### src/rtl/assert_macros.svh
// assertion helpers for the rtl, included by rce_serializer
`ifndef ASSERT_MACROS_SVH
`define ASSERT_MACROS_SVH

// clocked property with asynchronous active-low reset disable
`define RCE_ASSERT(label, clk, rstn, prop, msg) \
  label: assert property (@(posedge clk) disable iff (!rstn) (prop)) else $error(msg);

// property checked only while a condition holds
`define RCE_ASSERT_IF(label, clk, rstn, cond, prop, msg) \
  label: assert property (@(posedge clk) disable iff (!rstn) (cond) |-> (prop)) else $error(msg);

`endif

### src/rtl/rce_pkg.sv
// ----------------------------------------------------------------------------
// rce_pkg
// types, constants and fragment builder for the rv32 to x86 code emitter
// ----------------------------------------------------------------------------
package rce_pkg;

  localparam int unsigned FragBytes = 64;
  localparam int unsigned CntW      = 6;

  localparam logic [6:0] OpLui    = 7'h37;
  localparam logic [6:0] OpAuipc  = 7'h17;
  localparam logic [6:0] OpJal    = 7'h6f;
  localparam logic [6:0] OpJalr   = 7'h67;
  localparam logic [6:0] OpBranch = 7'h63;
  localparam logic [6:0] OpAlu    = 7'h33;
  localparam logic [6:0] OpAluImm = 7'h13;
  localparam logic [6:0] OpStore  = 7'h23;
  localparam logic [6:0] OpLoad   = 7'h03;
  localparam logic [6:0] OpSystem = 7'h73;

  localparam logic [6:0]  SubFunct7 = 7'b0100000;
  localparam logic [31:0] PcOfs     = 32'd128;
  localparam logic [7:0]  MovEcxImm = 8'hb9;
  localparam logic [7:0]  RetOp     = 8'hc3;

  localparam logic       CfgSavePrologue = 1'b0;
  localparam logic       CfgInvalidCode  = 1'b1;

  typedef struct packed {
    logic [FragBytes-1:0][7:0] b;
    logic [CntW-1:0]           n;
  } frag_t;

  function automatic frag_t p8(frag_t f, logic [7:0] v);
    f.b[f.n] = v;
    f.n      = f.n + CntW'(1);
    return f;
  endfunction

  function automatic frag_t p32(frag_t f, logic [31:0] v);
    f = p8(f, v[7:0]);
    f = p8(f, v[15:8]);
    f = p8(f, v[23:16]);
    f = p8(f, v[31:24]);
    return f;
  endfunction

  function automatic frag_t p3(frag_t f, logic [7:0] a, logic [7:0] b2, logic [7:0] c);
    f = p8(f, a);
    f = p8(f, b2);
    f = p8(f, c);
    return f;
  endfunction

  // [rbx] form for x0, [rbx+disp8] otherwise
  function automatic frag_t reg_op(frag_t f, logic [7:0] opc, logic [7:0] modrm,
                                   logic [4:0] r);
    f = p8(f, opc);
    if (r == 5'd0) begin
      f = p8(f, modrm);
    end else begin
      f = p8(f, modrm | 8'h40);
      f = p8(f, {1'b0, r, 2'b00});
    end
    return f;
  endfunction

  function automatic frag_t epilog(frag_t f, logic [31:0] code);
    if (code == 32'd0) begin
      f = p3(f, 8'h31, 8'hc0, RetOp);
    end else begin
      f = p8(f, 8'hb8);
      f = p32(f, code);
      f = p8(f, RetOp);
    end
    return f;
  endfunction

  function automatic frag_t store_rd(frag_t f, logic [4:0] rd);
    if (rd != 5'd0) f = p3(f, 8'h89, 8'h43, {1'b0, rd, 2'b00});
    return f;
  endfunction

  function automatic frag_t pc_inc(frag_t f);
    f = p3(f, 8'h83, 8'h83, 8'h80);
    f = p3(f, 8'h00, 8'h00, 8'h00);
    f = p8(f, 8'h04);
    return f;
  endfunction

  function automatic frag_t cyc_inc(frag_t f);
    f = p3(f, 8'h48, 8'hff, 8'h83);
    f = p32(f, 32'h0000_0088);
    return f;
  endfunction

  function automatic frag_t pc_ld(frag_t f, logic [7:0] opc);
    f = p8(f, opc);
    f = p8(f, 8'h83);
    f = p32(f, PcOfs);
    return f;
  endfunction

  function automatic logic [7:0] setcc_code(logic [2:0] f3);
    case (f3)
      3'd0:    return 8'h95;
      3'd1:    return 8'h94;
      3'd4:    return 8'h9d;
      3'd5:    return 8'h9c;
      3'd6:    return 8'h93;
      3'd7:    return 8'h92;
      default: return 8'h00;
    endcase
  endfunction

  function automatic frag_t build(logic [31:0] w, logic save, logic [31:0] inv);
    frag_t       f;
    logic [6:0]  opc;
    logic [4:0]  rd, rs1, rs2;
    logic [2:0]  f3;
    logic [6:0]  f7;
    logic [31:0] iimm, simm, off, bimm, word;
    logic        plain, sub, ok, st;
    f    = '0;
    opc  = w[6:0];
    rd   = w[11:7];
    f3   = w[14:12];
    rs1  = w[19:15];
    rs2  = w[24:20];
    f7   = w[31:25];
    iimm = {{20{w[31]}}, w[31:20]};
    simm = {{20{w[31]}}, w[31:25], w[11:7]};
    bimm = {{19{w[31]}}, w[31], w[7], w[30:25], w[11:8], 1'b0} - 32'd4;
    plain = (f3 == 3'd0) || (f3 == 3'd4) || (f3 == 3'd6) || (f3 == 3'd7);
    sub   = (f7 == SubFunct7);
    st    = (opc == OpStore);
    ok    = 1'b1;
    word  = '0;
    off   = '0;
    if (save && (opc == OpLui || opc == OpAuipc || opc == OpJal || opc == OpJalr ||
                 opc == OpBranch || opc == OpAlu || opc == OpAluImm))
      f = p3(f, 8'h48, 8'h89, 8'hcb);
    case (opc)
      OpLui, OpAuipc: begin
        if (opc == OpLui) begin
          f = p8(f, 8'hb8);
        end else begin
          f = pc_ld(f, 8'h8b);
          f = p8(f, 8'h05);
        end
        f = p32(f, {w[31:12], 12'd0});
        f = store_rd(f, rd);
        f = pc_inc(f);
        f = cyc_inc(f);
      end
      OpJal, OpJalr: begin
        f = pc_ld(f, 8'h8b);
        f = p3(f, 8'h83, 8'hc0, 8'h04);
        f = store_rd(f, rd);
        if (opc == OpJal) begin
          off = {{11{w[31]}}, w[31], w[19:12], w[20], w[30:21], 1'b0} - 32'd4;
        end else begin
          f   = reg_op(f, 8'h8b, 8'h03, rs1);
          off = iimm - 32'd4;
        end
        if (off != 32'd0) begin
          f = p8(f, 8'h05);
          f = p32(f, off);
        end
        f = pc_ld(f, 8'h89);
        f = cyc_inc(f);
        f = epilog(f, 32'd0);
      end
      OpBranch: begin
        f = reg_op(f, 8'h8b, 8'h03, rs1);
        f = reg_op(f, 8'h3b, 8'h03, rs2);
        if (f3 == 3'd2 || f3 == 3'd3) f = epilog(f, inv);
        else f = p3(f, 8'h0f, setcc_code(f3), 8'hc1);
        f = p8(f, 8'hb8);
        f = p32(f, bimm);
        f = p3(f, 8'hc0, 8'he1, 8'h05);
        f = p3(f, 8'h48, 8'hd3, 8'he0);
        f = p3(f, 8'h83, 8'hc0, 8'h04);
        f = p3(f, 8'h01, 8'h83, 8'h80);
        f = p3(f, 8'h00, 8'h00, 8'h00);
        f = cyc_inc(f);
        f = epilog(f, 32'd0);
      end
      OpAlu: begin
        if (rd != 5'd0) begin
          if (rs1 == rd && !sub && plain) begin
            f = reg_op(f, 8'h8b, 8'h03, rs2);
            case (f3)
              3'd0:    f = p8(f, 8'h01);
              3'd4:    f = p8(f, 8'h31);
              3'd6:    f = p8(f, 8'h09);
              default: f = p8(f, 8'h21);
            endcase
            f = p8(f, 8'h43);
            f = p8(f, {1'b0, rs1, 2'b00});
          end else begin
            f = reg_op(f, 8'h8b, 8'h03, rs1);
            case (f3)
              3'd0: f = reg_op(f, sub ? 8'h2b : 8'h03, 8'h03, rs2);
              3'd1: begin
                f = reg_op(f, 8'h8b, 8'h0b, rs2);
                f = p8(f, 8'hd3);
                f = p8(f, 8'he0);
              end
              3'd2, 3'd3: begin
                f = reg_op(f, 8'h3b, 8'h03, rs2);
                f = p3(f, 8'h31, 8'hc0, RetOp);
                f = p3(f, 8'h0f, (f3 == 3'd2) ? 8'h9c : 8'h92, 8'hc0);
              end
              3'd5: begin
                f = reg_op(f, 8'h8b, 8'h0b, rs2);
                f = p8(f, 8'hd3);
                f = p8(f, sub ? 8'hf8 : 8'he8);
              end
              3'd4:    f = reg_op(f, 8'h33, 8'h03, rs2);
              3'd6:    f = reg_op(f, 8'h0b, 8'h03, rs2);
              default: f = reg_op(f, 8'h23, 8'h03, rs2);
            endcase
            f = store_rd(f, rd);
          end
        end
        f = pc_inc(f);
        f = cyc_inc(f);
      end
      OpAluImm: begin
        if (rd != 5'd0) begin
          if (rs1 == rd && plain) begin
            f = p8(f, 8'h81);
            case (f3)
              3'd0:    f = p8(f, 8'h43);
              3'd4:    f = p8(f, 8'h73);
              3'd6:    f = p8(f, 8'h63);
              default: f = p8(f, 8'h4b);
            endcase
            f = p8(f, {1'b0, rs1, 2'b00});
            f = p32(f, iimm);
          end else begin
            f = reg_op(f, 8'h8b, 8'h03, rs1);
            case (f3)
              3'd1: begin
                f = p8(f, 8'hb1);
                f = p8(f, iimm[7:0]);
                f = p8(f, 8'hd3);
                f = p8(f, 8'he0);
              end
              3'd2, 3'd3: begin
                f = p8(f, 8'h3d);
                f = p32(f, iimm);
                f = p3(f, 8'h31, 8'hc0, RetOp);
                f = p3(f, 8'h0f, (f3 == 3'd2) ? 8'h9c : 8'h92, 8'hc0);
              end
              3'd5: begin
                f = p8(f, 8'hb1);
                f = p8(f, iimm[7:0]);
                f = p8(f, 8'hd3);
                f = p8(f, sub ? 8'hf8 : 8'he8);
              end
              3'd0:    begin f = p8(f, 8'h05); f = p32(f, iimm); end
              3'd4:    begin f = p8(f, 8'h35); f = p32(f, iimm); end
              3'd6:    begin f = p8(f, 8'h0d); f = p32(f, iimm); end
              default: begin f = p8(f, 8'h25); f = p32(f, iimm); end
            endcase
            f = store_rd(f, rd);
          end
        end
        f = pc_inc(f);
        f = cyc_inc(f);
      end
      OpStore, OpLoad: begin
        word = {st ? rs2 : rd, 24'd0, st ? 3'd2 : 3'd1};
        f = reg_op(f, 8'h8b, 8'h03, rs1);
        if ((st ? simm : iimm) != 32'd0) begin
          f = p8(f, 8'h05);
          f = p32(f, st ? simm : iimm);
        end
        if (!st) f = p8(f, 8'h48);
        if (!st) f = p3(f, 8'hc1, 8'he0, 8'h20);
        f = p8(f, MovEcxImm);
        case (f3)
          3'd0: word = word | (32'h1 << 24) | (st ? 32'd0 : (32'h1 << 22));
          3'd1: word = word | (32'h2 << 24) | (st ? 32'd0 : (32'h2 << 22));
          3'd2: word = word | (32'h4 << 24);
          3'd4: if (!st) word = word | (32'h1 << 24); else ok = 1'b0;
          3'd5: if (!st) word = word | (32'h2 << 24); else ok = 1'b0;
          default: ok = 1'b0;
        endcase
        if (!ok) f = epilog(f, inv);
        f = p32(f, word);
        if (st) f = p8(f, 8'h48);
        if (st) f = p3(f, 8'hc1, 8'he0, 8'h20);
        f = p3(f, 8'h48, 8'h09, 8'hc8);
        f = cyc_inc(f);
        f = p8(f, RetOp);
      end
      OpSystem: f = epilog(f, 32'd3);
      default:  f = epilog(f, 32'd4);
    endcase
    return f;
  endfunction

endpackage

### src/rtl/rce_serializer.sv
// ----------------------------------------------------------------------------
// rce_serializer
// holds one built fragment and sends it out one byte per transaction
// ----------------------------------------------------------------------------
`include "assert_macros.svh"

module rce_serializer import rce_pkg::*; (
  input  logic       clk_i,
  input  logic       rst_ni,
  input  logic       frag_valid_i,
  output logic       frag_take_o,
  input  frag_t      frag_i,
  output logic       out_valid_o,
  input  logic       out_ready_i,
  output logic [7:0] out_byte_o,
  output logic       out_last_o
);

  logic            v_q;
  frag_t           f_q;
  logic [CntW-1:0] idx_q;
  logic            fire, done;

  assign fire        = v_q && out_ready_i;
  assign out_last_o  = (idx_q == f_q.n - CntW'(1));
  assign done        = fire && out_last_o;
  assign frag_take_o = frag_valid_i && (!v_q || done);
  assign out_valid_o = v_q;
  assign out_byte_o  = f_q.b[idx_q];

  // byte pointer and fragment holding register
  always_ff @(posedge clk_i or negedge rst_ni) begin
    if (!rst_ni) begin
      v_q   <= 1'b0;
      idx_q <= '0;
    end else if (frag_take_o) begin
      v_q   <= 1'b1;
      idx_q <= '0;
    end else if (done) begin
      v_q   <= 1'b0;
    end else if (fire) begin
      idx_q <= idx_q + CntW'(1);
    end
  end

  always_ff @(posedge clk_i) begin
    if (frag_take_o) f_q <= frag_i;
  end

  `RCE_ASSERT_IF(a_idx_in_range, clk_i, rst_ni, v_q, idx_q < f_q.n, "byte index past end")
  `RCE_ASSERT_IF(a_len_min, clk_i, rst_ni, v_q, f_q.n >= CntW'(3), "fragment too short")
  `RCE_ASSERT_IF(a_take_restart, clk_i, rst_ni, frag_take_o, ##1 (idx_q == '0 && v_q),
                 "new fragment not started at byte zero")

endmodule

### config.mk
export PLATFORM = sky130hd
export DESIGN_NAME = rce_serializer
export DESIGN_NICKNAME = d
export VERILOG_FILES = /design/src/rtl/rce_pkg.sv /design/src/rtl/rce_serializer.sv
export VERILOG_INCLUDE_DIRS = /design/src /design/src/rtl
export SDC_FILE = /design/constraint.sdc
export NUM_CORES = 1
export LEC_CHECK = 0
export ABC_AREA = 1
export BUFFER_PORTS_ARGS = -buffer_cell sky130_fd_sc_hd__buf_2
export CORE_AREA = 2 2 207 209
export CTS_CLUSTER_SIZE = 16
export DETAILED_ROUTE_END_ITERATION = 10
export DIE_AREA = 0 0 209 211
export GPL_TIMING_DRIVEN = 0
export PLACE_DENSITY = 0.76
export SYNTH_ARGS = -nofsm -noshare
export SYNTH_HDL_FRONTEND = slang
export SYNTH_SLANG_ARGS = --single-unit
### constraint.sdc
create_clock -name clk_i -period 14.92 [get_ports clk_i]
set_input_delay 1.492 -clock clk_i [delete_from_list [all_inputs] [get_ports clk_i]]
set_output_delay 1.492 -clock clk_i [all_outputs]
set_load 0.03 [all_outputs]
==> results.toml <==
[finish]
layout-drive-gt1-share_pct = 29.7
finish.utilization_pct = 62.5
area_growth_pct = 23.9
fillCellCount = 3262
multi_input_area_um2 = 4610
register_area_um2 = 15700
num-nets-final = 2757

[pwr]
pwr_density_cell_nw_per_um2 = 183
fin_total_pwr_mw = 4.77
ir_drop_mv = 0.105
p_leak_nw = 9.76

[critical_path]
cp.arrival_ps = 4090
rrSetupSlack_ps = 11260
critPathMaxFanout = 191
r2r_cells = 13
crit_type = "reg -> out"
rr_startpoint = "f_q[0]"
crit_required_ps = 13430
critPathLaunchType = "flop"
reg2reg_to = "f_q[449]"
endpoint_kind = "output port"

[synth]
ys_seq_elements = 525
synth_fp_nets = 2169
syn_avg_cell_area_um2 = 12.8
syn_area_um2 = 21100
ys_types = 29
syn-instance-count = 1645
yosysWarnings = 0
yosysSeqAreaShare_pct = 74.7

[sta]
rsz0062_at_grt = "no"
tns_ps = 0
tightest_slew_ps = 1080
fmax_mhz = 179
worst_slack_ps = 9340
finalHoldViolCount = 0
timing.final.crit_share_pct = 37.4
fin_skew_ps = 17.0
setup_viol = 0
holdWs_ps = 647
maxSlewViolCount = 0
max_slew_margin_pct = 28.1
fin_crit_ps = 5580

[worst_hold_path]
hold_class = "reg -> reg"
min_path_cells = 2
hp-start = "out_valid_o"
holdPathEnd = "out_valid_o"

[global_route]
grt_max_degree = 192
grt-ovfl-total = 0
antenna_found_initial = 24
grt_pass1_wl_um = 103000
grt_use_total_pct = 32.9
first_global_vias = 15954

[floorplanning]
die_x_um = 209
core_area_um2 = 41800
num_io_pins = 533
fp.dieH_um = 211
start_util_pct = 50.5
dieArea_um2 = 44100
fp-row-count = 75

[clocking]
cts.sinks = 525
ctsResizeCount = 0
clkTransAtPathRegs_ps = 60
cts_tree = "done"
numCtsBuffers = 52
htree_levels = 2
post_cts_buffers = 0
cts-root-buf = "clkbuf_16"
clkLatencyLatePin_ps = 600
clk_path_buf_depth = 3
hold_buffers = 0

[drt]
first_iter_violations = 1938
vias = 16182
ant_nets = 0
viasPerCell = 5.71
wl_per_cell_um = 26.0
first_pass_iters = 6
remaining_drc_errors = 0
routed_wl_um = 73600

[placement]
dp_slack_ps = 9490
port_buffers = 532
place.gp.congestion = 0.927
dp_hpwl_um = 55400

[flow_run]
maxCapViolCount = 0

[outcome]
outcome = "completed"
## kinds of logic after synthesis
family	Yosys count	share of synthesized area, %
AO/OA/AOI/OAI	419	11.1
flip-flops	525	74.7
buffers and inverters	134	3.46
AND/OR/NAND/NOR	562	10.5
adder cells (fa/ha/maj)	2	0.119
XOR/XNOR	2	0.0832
multiplexers	1	0.0534
## report_power, final
| group | switching [mW] | internal (mW) | total [mW] |
|---|---|---|---|
| clock network | 0.558 | 0.686 | 1.24 |
| registers | 0.0177 | 1.67 | 1.69 |
| logic | 1.31 | 0.515 | 1.83 |
## sequential cells by signal, summed over array words and instances (netlist names)
| name | flops |
|---|---|
| idx_q | 6 |
| f_q | 518 |
| out_valid_o | 1 |
## synth_stat cells (all sizes together)
cell,n,area (um2)
edfxtp,518,15600
nor2,373,1410
o21ai,264,1330
nand2,119,452
nand3,67,340
o211ai,64,480
buf,63,459
o22ai,57,357
clkbuf,45,169
a21oi,32,160
inv,25,96.3
dfrtp,7,175
nand4,3,18.8
ha,2,25.0
xor2,2,17.5
a22oi,1,7.51
clkinv,1,5.00
mux2,1,11.3
o2111ai,1,8.76
## worst max-delay path by stage
stage / start / endpoint / depth (start not counted)
CTS: f_q[0] / frag_take_o / 14
floorplan: out_ready_i / f_q[0] / 6
finish: f_q[0] / frag_take_o / 14
global placement: out_ready_i / frag_take_o / 8
detailed placement: out_ready_i / frag_take_o / 9
global route: f_q[0] / frag_take_o / 14
## critical path, stage by stage (launching register included)
cell and delay [ps]:
edfxtp_1 440, inv_1 150, ha_1 270, nand2_1 120, nand2_1 90, nand2_1 50
nand2_1 70, nand3_1 100, nor2_2 190, nand2_1 70, nand2_1 90, nand2_2 130
clkinv_8 600, buf_16 580, buf_2 340
## cell type report
| type | count | share of cell area [%] |
|---|---|---|
| sequential | 525 | 60.3 |
| multi-input combinational | 986 | 17.7 |
| timing repair buffer | 534 | 10.4 |
| clock buffer | 63 | 5.22 |
| tap | 539 | 2.58 |
| buffer | 108 | 2.41 |
| clock inverter | 33 | 0.863 |
| inverter | 26 | 0.431 |
| antenna | 18 | 0.173 |
## stage by stage
stage                     cells  instance area, um2
after CTS                  2814               26100
final                      2832               26100
after global placement     2716               24400
after global routing       2827               26100
after floorplan            1645               21100
after detailed placement   2718               24500
## layout by cell type (no fill, tap or decap), types with 2 or more instances in the layout
cell / Yosys / layout
nand4_1: 3 / 3
ha_1: 2 / 2
buf_6: 20 / 20
clkbuf_1: 45 / 55
clkinv_4: 0 / 3
clkbuf_16: 0 / 53
o21ai_1: 60 / 60
nand2_2: 2 / 2
buf_2: 28 / 560
bufinv_16: 0 / 2
xor2_1: 2 / 2
buf_16: 0 / 2
nand2_1: 117 / 117
clkinv_1: 0 / 13
o211ai_1: 64 / 64
clkinvlp_4: 0 / 3
nand3_1: 66 / 66
nor2_1: 371 / 371
clkinv_2: 1 / 10
inv_6: 0 / 2
diode_2: 0 / 18
buf_1: 5 / 5
edfxtp_1: 518 / 518
a21oi_1: 32 / 32
o22ai_1: 57 / 57
buf_4: 10 / 10
nor2_2: 2 / 2
o21ai_0: 203 / 203
dfrtp_1: 7 / 7
inv_1: 23 / 23
## metal layers
metal	vias to the layer above	GRT usage [%]	part of all wire, %
li1	7216	-	-
met1	7728	42.3	38
met2	1029	54.7	48
met3	187	7.02	9.7
met4	22	14.1	4.2
met5	-	0	0.19
Power figures use the tool's default switching activity.
